===== src/rtl/gfm_pkg.sv =====
// Shared types and constants of the gated frequency meter.
package gfm_pkg;

    // Field and datapath widths
    localparam int GFM_EDGE_W        = 16;
    localparam int GFM_CFG_W         = 16;
    localparam int GFM_PULSE_W       = 32;
    localparam int GFM_PROD_W        = 46;   // pulse total times 16000
    localparam int GFM_FREQ_W        = 48;
    localparam int GFM_DIV_W         = 16;   // divisor width of the serial divider
    localparam int GFM_HISTORY_DEPTH = 5;

    // Register reset values
    localparam logic [GFM_CFG_W-1:0] GFM_GATE_RESET = 16'd1000;
    localparam logic [GFM_CFG_W-1:0] GFM_LOSS_RESET = 16'd2000;

    // Register select (paddr bit 2)
    localparam logic GFM_REG_GATE_MS      = 1'b0;
    localparam logic GFM_REG_LOSS_TIMEOUT = 1'b1;

    // One tick on the input channel
    typedef struct packed {
        logic [GFM_EDGE_W-1:0] edges;
        logic                  clear_request;
    } t_gfm_in;

    // One result on the output channel
    typedef struct packed {
        logic                  gate_done;
        logic [GFM_FREQ_W-1:0] raw_freq_q4;
        logic [GFM_FREQ_W-1:0] smoothed_freq_q4;
        logic                  signal_present;
    } t_gfm_out;

    // Configuration register contents
    typedef struct packed {
        logic [GFM_CFG_W-1:0] gate_ms;
        logic [GFM_CFG_W-1:0] loss_timeout_ms;
    } t_gfm_cfg;

    // Commands to the history ring
    typedef struct packed {
        logic clear;   // zero all entries and the running sum
        logic write;   // store a new sample at the current position
        logic skip;    // advance the position without a store
    } t_gfm_hist_cmd;

endpackage


===== src/rtl/gated_frequency_meter_core.sv =====
// Top level of the gated frequency meter with a moving-average smoother.
//
// Input channel (i_in_valid / o_in_stall / i_in_data): one transfer per
// millisecond tick carrying the edge count of that tick and a clear request.
// Output channel (o_out_valid / i_out_stall / o_out_data): exactly one result
// transfer per input tick, in order.
// Configuration: APB-style port, gate_ms at 0x0 and loss_timeout_ms at 0x4.
// Flow: a tick that does not close a gate goes from S_PUSH into the output
// register. A closing tick runs a constant multiply (S_MUL1, S_MUL2), a serial
// division by the gate length, a ring update (S_HIST, S_HIST_WAIT) and a serial
// division by the history depth; each division yields a quotient of
// 48 + clog2(HISTORY_DEPTH) bits (51 by default), one bit per step. A tick
// that closes a gate with the signal lost skips all of that and goes to S_PUSH.
// One tick is in work at a time: o_in_stall is high from the transfer until
// its result is loaded into the output register. The next tick is taken while
// that result waits; if the receiver stalls, the following result waits in
// the block until the output register is free.
// Reset clears the counters, the ring, the held results and the registers to
// their defaults; the block is ready in the cycle after reset.
module gated_frequency_meter_core #(
    parameter int HISTORY_DEPTH = gfm_pkg::GFM_HISTORY_DEPTH
) (
    input  logic               i_clk,
    input  logic               i_rst_n,
    input  logic               i_in_valid,
    output logic               o_in_stall,
    input  gfm_pkg::t_gfm_in   i_in_data,
    output logic               o_out_valid,
    input  logic               i_out_stall,
    output gfm_pkg::t_gfm_out  o_out_data,
    input  logic               psel,
    input  logic               penable,
    input  logic               pwrite,
    input  logic [2:0]         paddr,
    input  logic [31:0]        pwdata,
    output logic [31:0]        prdata,
    output logic               pready
);
    import gfm_pkg::*;

    localparam int SUM_W = GFM_FREQ_W + $clog2(HISTORY_DEPTH);

    typedef enum logic [2:0] {
        S_IDLE, S_MUL1, S_MUL2, S_DIV_RAW, S_HIST, S_HIST_WAIT, S_DIV_SUM, S_PUSH
    } t_state;

    t_state                r_state;
    logic [GFM_CFG_W-1:0]  r_gate_ticks;
    logic [GFM_PULSE_W-1:0] r_pulse;
    logic [GFM_CFG_W-1:0]  r_tse;
    logic [GFM_PROD_W-1:0] r_prod;
    logic [GFM_FREQ_W-1:0] r_held_raw;
    logic [GFM_FREQ_W-1:0] r_held_smooth;
    logic                  r_present;
    logic                  r_done_flag;
    logic                  r_div_go;
    logic                  r_div_sel;
    logic                  r_out_valid;
    t_gfm_out              r_out_data;

    t_gfm_cfg              w_cfg;
    t_gfm_hist_cmd         w_hist_cmd;
    logic [SUM_W-1:0]      w_hist_sum;
    logic                  w_accept;
    logic [GFM_PULSE_W-1:0] w_pulse_base;
    logic [GFM_PULSE_W:0]  w_pulse_sum;
    logic [GFM_PULSE_W-1:0] n_pulse;
    logic [GFM_CFG_W-1:0]  n_tse;
    logic [GFM_CFG_W-1:0]  w_gate_len;
    logic [GFM_CFG_W-1:0]  w_gate_next;
    logic                  w_close;
    logic                  w_lost;
    logic [SUM_W-1:0]      w_dividend;
    logic [GFM_DIV_W-1:0]  w_divisor;
    logic                  w_div_busy;
    logic                  w_div_done;
    logic [SUM_W-1:0]      w_quo;
    logic                  w_out_load;

    // Configuration registers
    gfm_regs u_regs (
        .i_clk   (i_clk),
        .i_rst_n (i_rst_n),
        .psel    (psel),
        .penable (penable),
        .pwrite  (pwrite),
        .paddr   (paddr),
        .pwdata  (pwdata),
        .prdata  (prdata),
        .pready  (pready),
        .o_cfg   (w_cfg)
    );

    // Tick bookkeeping on the transfer
    assign w_accept     = i_in_valid & ~o_in_stall;
    assign w_pulse_base = i_in_data.clear_request ? '0 : r_pulse;
    assign w_pulse_sum  = {1'b0, w_pulse_base} + (GFM_PULSE_W + 1)'(i_in_data.edges);
    assign n_pulse      = w_pulse_sum[GFM_PULSE_W] ? '1 : w_pulse_sum[GFM_PULSE_W-1:0];
    assign n_tse        = (i_in_data.edges != '0) ? '0 :
                          ((r_tse == '1) ? r_tse : r_tse + GFM_CFG_W'(1));
    assign w_gate_len   = (w_cfg.gate_ms == '0) ? GFM_CFG_W'(1) : w_cfg.gate_ms;
    assign w_gate_next  = r_gate_ticks + GFM_CFG_W'(1);
    assign w_close      = (w_gate_next >= w_gate_len) || (w_gate_next == '0);
    assign w_lost       = (n_tse > w_cfg.loss_timeout_ms);

    // Ring commands
    assign w_hist_cmd.clear = w_accept & (i_in_data.clear_request | (w_close & w_lost));
    assign w_hist_cmd.skip  = w_accept & w_close & w_lost;
    assign w_hist_cmd.write = (r_state == S_HIST);

    gfm_history #(
        .DEPTH (HISTORY_DEPTH),
        .SUM_W (SUM_W)
    ) u_history (
        .i_clk   (i_clk),
        .i_rst_n (i_rst_n),
        .i_cmd   (w_hist_cmd),
        .i_raw   (r_held_raw),
        .o_sum   (w_hist_sum)
    );

    // Shared divider: gate length for the raw value, depth for the average
    assign w_dividend = r_div_sel ? w_hist_sum : SUM_W'(r_prod);
    assign w_divisor  = r_div_sel ? GFM_DIV_W'(HISTORY_DEPTH) : w_gate_len;

    gfm_serial_div #(
        .DW (SUM_W)
    ) u_div (
        .i_clk      (i_clk),
        .i_rst_n    (i_rst_n),
        .i_start    (r_div_go),
        .i_dividend (w_dividend),
        .i_divisor  (w_divisor),
        .o_busy     (w_div_busy),
        .o_done     (w_div_done),
        .o_quotient (w_quo)
    );

    // Output register takes a new result when empty or draining
    assign w_out_load = (r_state == S_PUSH) && (!r_out_valid || !i_out_stall);

    // Sequencer and registered outputs
    always_ff @(posedge i_clk) begin
        if (!i_rst_n) begin
            r_state       <= S_IDLE;
            r_gate_ticks  <= '0;
            r_pulse       <= '0;
            r_tse         <= '0;
            r_prod        <= '0;
            r_held_raw    <= '0;
            r_held_smooth <= '0;
            r_present     <= 1'b0;
            r_done_flag   <= 1'b0;
            r_div_go      <= 1'b0;
            r_div_sel     <= 1'b0;
            r_out_valid   <= 1'b0;
            r_out_data    <= '0;
        end else begin
            r_div_go <= (r_state == S_MUL2) || (r_state == S_HIST_WAIT);
            if (w_out_load) begin
                r_out_valid <= 1'b1;
            end else if (r_out_valid && !i_out_stall) begin
                r_out_valid <= 1'b0;
            end
            case (r_state)
                S_IDLE: begin
                    if (w_accept) begin
                        r_tse <= n_tse;
                        if (w_close) begin
                            r_gate_ticks <= '0;
                            r_done_flag  <= 1'b1;
                            if (w_lost) begin
                                // lost: outputs read zero, ring already cleared
                                r_pulse       <= '0;
                                r_held_raw    <= '0;
                                r_held_smooth <= '0;
                                r_present     <= 1'b0;
                                r_state       <= S_PUSH;
                            end else begin
                                r_pulse <= n_pulse;
                                r_state <= S_MUL1;
                            end
                        end else begin
                            r_gate_ticks <= w_gate_next;
                            r_pulse      <= n_pulse;
                            r_done_flag  <= 1'b0;
                            r_state      <= S_PUSH;
                        end
                    end
                end
                // pulse * 16000 = pulse * (16384 - 256 - 128)
                S_MUL1: begin
                    r_prod  <= {r_pulse, 14'd0} - {6'd0, r_pulse, 8'd0};
                    r_state <= S_MUL2;
                end
                S_MUL2: begin
                    r_prod    <= r_prod - {7'd0, r_pulse, 7'd0};
                    r_div_sel <= 1'b0;
                    r_state   <= S_DIV_RAW;
                end
                S_DIV_RAW: begin
                    if (w_div_done) begin
                        r_held_raw <= w_quo[GFM_FREQ_W-1:0];
                        r_pulse    <= '0;
                        r_state    <= S_HIST;
                    end
                end
                S_HIST: begin
                    r_state <= S_HIST_WAIT;
                end
                S_HIST_WAIT: begin
                    r_div_sel <= 1'b1;
                    r_state   <= S_DIV_SUM;
                end
                S_DIV_SUM: begin
                    if (w_div_done) begin
                        r_held_smooth <= w_quo[GFM_FREQ_W-1:0];
                        r_present     <= 1'b1;
                        r_state       <= S_PUSH;
                    end
                end
                S_PUSH: begin
                    if (w_out_load) begin
                        r_out_data.gate_done        <= r_done_flag;
                        r_out_data.raw_freq_q4      <= r_held_raw;
                        r_out_data.smoothed_freq_q4 <= r_held_smooth;
                        r_out_data.signal_present   <= r_present;
                        r_state                     <= S_IDLE;
                    end
                end
                default: r_state <= S_IDLE;
            endcase
        end
    end

    assign o_in_stall  = (r_state != S_IDLE);
    assign o_out_valid = r_out_valid;
    assign o_out_data  = r_out_data;

    // No tick is taken while a division runs
    a_no_accept_while_dividing: assert property (
        @(posedge i_clk) disable iff (!i_rst_n) w_div_busy |-> o_in_stall
    ) else $error("input taken while divider busy");

    // A result without signal carries zero frequencies
    a_lost_reads_zero: assert property (
        @(posedge i_clk) disable iff (!i_rst_n)
        (o_out_valid && !o_out_data.signal_present) |->
            (o_out_data.raw_freq_q4 == '0 && o_out_data.smoothed_freq_q4 == '0)
    ) else $error("nonzero frequency without signal");

    // While idle without signal the ring holds nothing
    a_empty_ring_when_lost: assert property (
        @(posedge i_clk) disable iff (!i_rst_n)
        (r_state == S_IDLE && !r_present) |-> (w_hist_sum == '0)
    ) else $error("ring sum nonzero without signal");

endmodule


===== src/rtl/gfm_regs.sv =====
// APB-style configuration registers of the gated frequency meter.
module gfm_regs (
    input  logic                i_clk,
    input  logic                i_rst_n,
    input  logic                psel,
    input  logic                penable,
    input  logic                pwrite,
    input  logic [2:0]          paddr,
    input  logic [31:0]         pwdata,
    output logic [31:0]         prdata,
    output logic                pready,
    output gfm_pkg::t_gfm_cfg   o_cfg
);
    import gfm_pkg::*;

    logic [GFM_CFG_W-1:0] r_gate_ms;
    logic [GFM_CFG_W-1:0] r_loss_timeout;
    logic                 w_wr;

    assign pready = 1'b1;
    assign w_wr   = psel & penable & pwrite;

    // Register write on the access phase
    always_ff @(posedge i_clk) begin
        if (!i_rst_n) begin
            r_gate_ms      <= GFM_GATE_RESET;
            r_loss_timeout <= GFM_LOSS_RESET;
        end else if (w_wr) begin
            case (paddr[2])
                GFM_REG_GATE_MS:      r_gate_ms      <= pwdata[GFM_CFG_W-1:0];
                GFM_REG_LOSS_TIMEOUT: r_loss_timeout <= pwdata[GFM_CFG_W-1:0];
                default: ;
            endcase
        end
    end

    // Read mux
    always_comb begin
        case (paddr[2])
            GFM_REG_GATE_MS:      prdata = {16'd0, r_gate_ms};
            GFM_REG_LOSS_TIMEOUT: prdata = {16'd0, r_loss_timeout};
            default:              prdata = '0;
        endcase
    end

    assign o_cfg.gate_ms         = r_gate_ms;
    assign o_cfg.loss_timeout_ms = r_loss_timeout;

endmodule


===== src/rtl/gfm_serial_div.sv =====
// Bit-serial restoring divider: one quotient bit per clock.
module gfm_serial_div #(
    parameter int DW = 51
) (
    input  logic                          i_clk,
    input  logic                          i_rst_n,
    input  logic                          i_start,
    input  logic [DW-1:0]                 i_dividend,
    input  logic [gfm_pkg::GFM_DIV_W-1:0] i_divisor,
    output logic                          o_busy,
    output logic                          o_done,
    output logic [DW-1:0]                 o_quotient
);
    import gfm_pkg::*;

    localparam int CW = $clog2(DW + 1);

    typedef enum logic {DV_IDLE, DV_RUN} t_dv_state;

    t_dv_state            r_state;
    logic [GFM_DIV_W-1:0] r_rem;
    logic [GFM_DIV_W-1:0] r_div;
    logic [DW-1:0]        r_quo;   // dividend shifts out, quotient shifts in
    logic [CW-1:0]        r_cnt;
    logic                 r_done;
    logic [GFM_DIV_W:0]   w_trial;
    logic [GFM_DIV_W:0]   w_diff;
    logic                 w_fit;

    // One restoring step
    always_comb begin
        w_trial = {r_rem, r_quo[DW-1]};
        w_fit   = (w_trial >= {1'b0, r_div});
        w_diff  = w_trial - {1'b0, r_div};
    end

    always_ff @(posedge i_clk) begin
        if (!i_rst_n) begin
            r_state <= DV_IDLE;
            r_rem   <= '0;
            r_div   <= '0;
            r_quo   <= '0;
            r_cnt   <= '0;
            r_done  <= 1'b0;
        end else begin
            // done pulses after the last step
            r_done <= (r_state == DV_RUN) && (r_cnt == CW'(1));
            case (r_state)
                DV_IDLE: begin
                    if (i_start) begin
                        r_rem   <= '0;
                        r_div   <= i_divisor;
                        r_quo   <= i_dividend;
                        r_cnt   <= CW'(DW);
                        r_state <= DV_RUN;
                    end
                end
                DV_RUN: begin
                    // remainder stays below the divisor, so 16 bits hold it
                    r_rem <= w_fit ? w_diff[GFM_DIV_W-1:0] : w_trial[GFM_DIV_W-1:0];
                    r_quo <= {r_quo[DW-2:0], w_fit};
                    r_cnt <= r_cnt - CW'(1);
                    if (r_cnt == CW'(1)) begin
                        r_state <= DV_IDLE;
                    end
                end
                default: r_state <= DV_IDLE;
            endcase
        end
    end

    assign o_busy     = (r_state == DV_RUN);
    assign o_done     = r_done;
    assign o_quotient = r_quo;

endmodule


===== src/rtl/gfm_history.sv =====
// Sample ring of the moving average with a running sum of its entries.
module gfm_history #(
    parameter int DEPTH = 5,
    parameter int SUM_W = 51
) (
    input  logic                           i_clk,
    input  logic                           i_rst_n,
    input  gfm_pkg::t_gfm_hist_cmd         i_cmd,
    input  logic [gfm_pkg::GFM_FREQ_W-1:0] i_raw,
    output logic [SUM_W-1:0]               o_sum
);
    import gfm_pkg::*;

    localparam int            PW   = (DEPTH > 1) ? $clog2(DEPTH) : 1;
    localparam logic [PW-1:0] LAST = PW'(DEPTH - 1);

    logic [GFM_FREQ_W-1:0] r_ring [DEPTH];
    logic [DEPTH-1:0]      r_valid;
    logic [PW-1:0]         r_pos;
    logic [SUM_W-1:0]      r_sum;
    logic [GFM_FREQ_W-1:0] r_raw_q;
    logic                  r_add_pend;
    logic [GFM_FREQ_W-1:0] w_old;
    logic [PW-1:0]         w_next_pos;

    // Entry being replaced; a cleared entry reads as zero
    assign w_old      = r_valid[r_pos] ? r_ring[r_pos] : '0;
    assign w_next_pos = (r_pos == LAST) ? '0 : r_pos + PW'(1);

    // Sample storage
    always_ff @(posedge i_clk) begin
        if (i_cmd.write) begin
            r_ring[r_pos] <= i_raw;
            r_raw_q       <= i_raw;
        end
    end

    // Sum update in two steps: drop the old entry, then add the new one
    always_ff @(posedge i_clk) begin
        if (!i_rst_n) begin
            r_valid    <= '0;
            r_pos      <= '0;
            r_sum      <= '0;
            r_add_pend <= 1'b0;
        end else begin
            r_add_pend <= i_cmd.write;
            if (i_cmd.clear) begin
                r_valid <= '0;
                r_sum   <= '0;
            end else if (i_cmd.write) begin
                r_valid[r_pos] <= 1'b1;
                r_sum          <= r_sum - SUM_W'(w_old);
            end else if (r_add_pend) begin
                r_sum <= r_sum + SUM_W'(r_raw_q);
            end
            if (i_cmd.skip || r_add_pend) begin
                r_pos <= w_next_pos;
            end
        end
    end

    assign o_sum = r_sum;

endmodule


===== config.mk =====
export PLATFORM = sky130hd
export DESIGN_NAME = gated_frequency_meter_core
export DESIGN_NICKNAME = d
export VERILOG_FILES = /design/src/rtl/gfm_pkg.sv /design/src/rtl/gated_frequency_meter_core.sv /design/src/rtl/gfm_regs.sv /design/src/rtl/gfm_serial_div.sv /design/src/rtl/gfm_history.sv
export SDC_FILE = /design/constraint.sdc
export NUM_CORES = 2
export LEC_CHECK = 0
export BUFFER_PORTS_ARGS = -buffer_cell sky130_fd_sc_hd__buf_2
export CORE_MARGIN = 5
export CORE_UTILIZATION = 30
export DETAILED_ROUTE_END_ITERATION = 6
export GPL_TIMING_DRIVEN = 0
export MAX_ROUTING_LAYER = met4
export REMOVE_ABC_BUFFERS = 1
export SYNTH_ARGS = -nofsm -noshare
export SYNTH_HDL_FRONTEND = slang
export SYNTH_HIERARCHICAL = 1
export SYNTH_SLANG_ARGS = --single-unit

===== constraint.sdc =====
create_clock -name i_clk -period 14.5 [get_ports i_clk]
set_input_delay 2.175 -clock i_clk [delete_from_list [all_inputs] [get_ports i_clk]]
set_output_delay 2.175 -clock i_clk [all_outputs]
set_load 0.02 [all_outputs]

==> metrics.yaml <==
status: "completed"
period_needed_ns: 8.34
p_int_w: 0.00419
cp.arrival_ns: 8.91
pre_cts_ws_ns: 5.62
antenna_found_initial: 1
n_antenna_cell: 0
setup_viol: 0
power_density_nw_per_um2: 129
dieArea_sq_um: 147000
gp_congestion: 0.912
cts_tree: "yes"
grtUsageMet3_pct: 2.24
drcViolationCount: 0
max_cap_violations: 0
leakagePower_nw: 17.7
critical_path_class: "input pin to register"
die_x_um: 384
instances_no_fill: 6490
clk_pin_slew_ns: 0.07
gr-usage-all-layers_pct: 16.0
hold_viol: 0
peakVddDrop_v: 0.0000804
pwr-share-seq_pct: 39.5
r2r_slack_ns: 7.75
io_pins: 192
insertion_delay_ns: 0.69
port_buffers: 156
ys.flop_type: "dfxtp_1"
synth_cells: 4511
grt_pass1_vias: 31800
cp-end-kind: "register"
vias_per_cell: 5.16
swShare_pct: 32.1
routedWlPerCell_um: 18.3
maxClockFrequency_mhz: 120
synthArstFlopShare_pct: 0
initial_core_util_pct: 30.1
cp_slowest_cell: "nor2_1"
worstPathMaxFanout: 34
yosysUniqueCellTypes: 103
critPathLaunchType: "input pin"
dp_hpwl_um: 85900
first_pass_iters: 5
ys_ff_latch: 779
total_power_w: 0.00617
setup_ws_ns: 6.16
finalMaxSlewViolations: 0
hold_buffers: 0
grt_pass1_wl_um: 184000
fin_worst_skew_ns: 0.0308
nets: 4790
drt_wl_total_um: 119000
syn-cell-area_sq_um: 41900
grt_max_degree: 125
setup_tns_ns: 0
avgSynthCellArea_sq_um: 9.28
ctsResizeCount: 0
cts.sinks: 779
fillers: 14200
ant_nets: 0
synthToLayoutAreaGrowth_pct: 13.9
layout-drive-gt1-share_pct: 11.7
num_vias: 33500
p_clk_share_pct: 35.3
synth-seq-area-share_pct: 44.1
required_ns: 15.06
clock-root-buffer: "clkbuf_16"
core_sq_um: 139000
clk_path_buf_depth: 3
first_iter_violations: 2330
overflow: 0
multiInputGateArea_sq_um: 21800
rsz0062_at_grt: "false"
relSlewSlack_pct: 14.7
crit_chain: "buf_2, nor4_1, nand4_1, nor3_1, ha_1, nand2_1, nor2_1, a211oi_1, o21ai_0, o31ai_1, a21o_1, a21oi_1, nand2b_2, nor2_1, a21oi_1, o311ai_0"
seq_area_sq_um: 18500
period_share_pct: 57.5
top_usage_layer: "met2"
use_met2_pct: 25.6
post-place-cells: 6338
worstMarginPinSlew_ns: 1.28
critical_path.max_stage_delay_ns: 1.09
htree_levels: 3
grt_use_met1_pct: 21.8
post_cts_buffers: 0
dieHeight_um: 384
p_sw_w: 0.00198
power_frac_comb_pct: 25.2
synth-edff-count: 288
final_util_pct: 34.3
ys_warn_count: 6
rows: 137
hold_path_class: "register to register"
cts_buffers: 83
-- state kept, by name (all words and copies together) (netlist names), 32 cells and up, named ones only --
name and cells:
u_history/r_raw_q 48, r_prod 39, u_history/r_ring 240, r_pulse 32, u_history/o_sum 51, r_held_raw 48
u_div/o_quotient 51, o_out_data 98, r_held_smooth 48
-- final cells by class --
class	instances	share of cell area [%]
Timing Repair Buffer	208	3.49
Multi-Input combinational cell	3334	45.8
Clock buffer	112	5.01
Sequential cell	779	38.8
Tap cell	1876	4.92
Inverter	141	1.13
Clock inverter	40	0.827
-- worst paths after layout --
| path | startpoint | endpoint | cells after the start |
|---|---|---|---|
| worst max-delay path | i_in_data[12] | u_history/o_sum[35] | 16 |
| worst min-delay path | o_out_data[38] | o_out_data[38] | 2 |
| worst max register to register | r_gate_ticks[0] | u_history/o_sum[35] | 16 |
| worst min register to register | o_out_data[38] | o_out_data[38] | 2 |
-- synthesized netlist by cell type, drive strengths merged (10+ instances only) --
master / number / area [sq um]
a211o: 10 / 87.6
o31ai: 24 / 180
nand3: 86 / 435
mux2: 56 / 631
o21ai: 238 / 1190
a32oi: 12 / 105
dfxtp: 491 / 9830
clkbuf: 199 / 747
nand2: 681 / 2570
and3: 31 / 194
o21bai: 23 / 173
inv: 141 / 529
nor2b: 50 / 313
mux2i: 207 / 2070
a31oi: 43 / 284
a21oi: 426 / 2140
o21a: 30 / 225
ha: 180 / 2250
and4: 11 / 100
a21o: 52 / 390
and2: 32 / 200
nand4: 39 / 256
mux4: 48 / 1080
nor3b: 10 / 91.3
buf: 73 / 463
xnor2: 91 / 797
xor2: 75 / 657
edfxtp: 288 / 8650
a211oi: 63 / 498
a22o: 52 / 455
o22ai: 21 / 131
or3: 29 / 196
nor2: 368 / 1410
nor3: 77 / 405
or2: 16 / 100
o211ai: 35 / 263
nand2b: 26 / 163
nor4: 29 / 181
-- power groups by stage --
stage	clock network (W)	registers [W]	logic [W]
3_3_place_gp	0	0.00251	0.00149
6_report	0.00218	0.00244	0.00156
5_1_grt	0.00232	0.00245	0.00172
3_5_place_dp	0	0.00249	0.00153
4_1_cts	0.00224	0.00244	0.00154
2_1_floorplan	0	0.00246	0.00114
-- per-stage QoR --
stage | hold WS [ns] | area (sq um)
detailed placement | 0.444 | 44900
floorplan | 0.426 | 40700
global placement | 0.441 | 43800
finish | 0.449 | 47700
CTS | 0.452 | 47700
global route | 0.467 | 47700
-- placed cells by master, fill, tap and decap left out, types with 42 or more instances in the layout --
cell and count:
a211oi_1 58, edfxtp_1 288, dfxtp_1 485, xnor2_1 91, nor2_1 362, nand3_1 85, inv_1 139, nor3_1 68
a21o_1 51, ha_1 180, o21ai_0 222, buf_2 155, clkbuf_16 87, mux4_2 48, a22o_1 52, nor2b_1 50
mux2i_1 207, xor2_1 75, a31oi_1 42, a21oi_1 423, nand2_1 678, mux2_2 56
-- cells by family after synthesis --
family | count (synthesis) | synth area share [%]
adders and majority gates | 184 | 5.57
xor gates and xnor gates | 166 | 3.47
AOI/OAI and AO/OA | 1138 | 17.1
and+or+nand+nor | 1518 | 16.5
DFF | 779 | 44.1
muxes | 311 | 9.04
buffers and inverters | 413 | 4.16
other | 2 | 0.0179
-- worst max-delay path, delay by kind of cell --
kind / cells / cell delay (ns)
AOI/OAI and AO/OA: 7 / 2.55
adders and majority gates: 1 / 0.30
buffers and inverters: 1 / 0.12
and+or+nand+nor: 7 / 3.70
-- metal layers --
layer | vias to the layer above | share of wire (%)
li1 | 16300 | -
met1 | 16200 | 47
met3 | 154 | 4.6
met4 | 0 | 1.9
met5 | - | 0
met2 | 819 | 46
(Power assumes the default switching activity.)
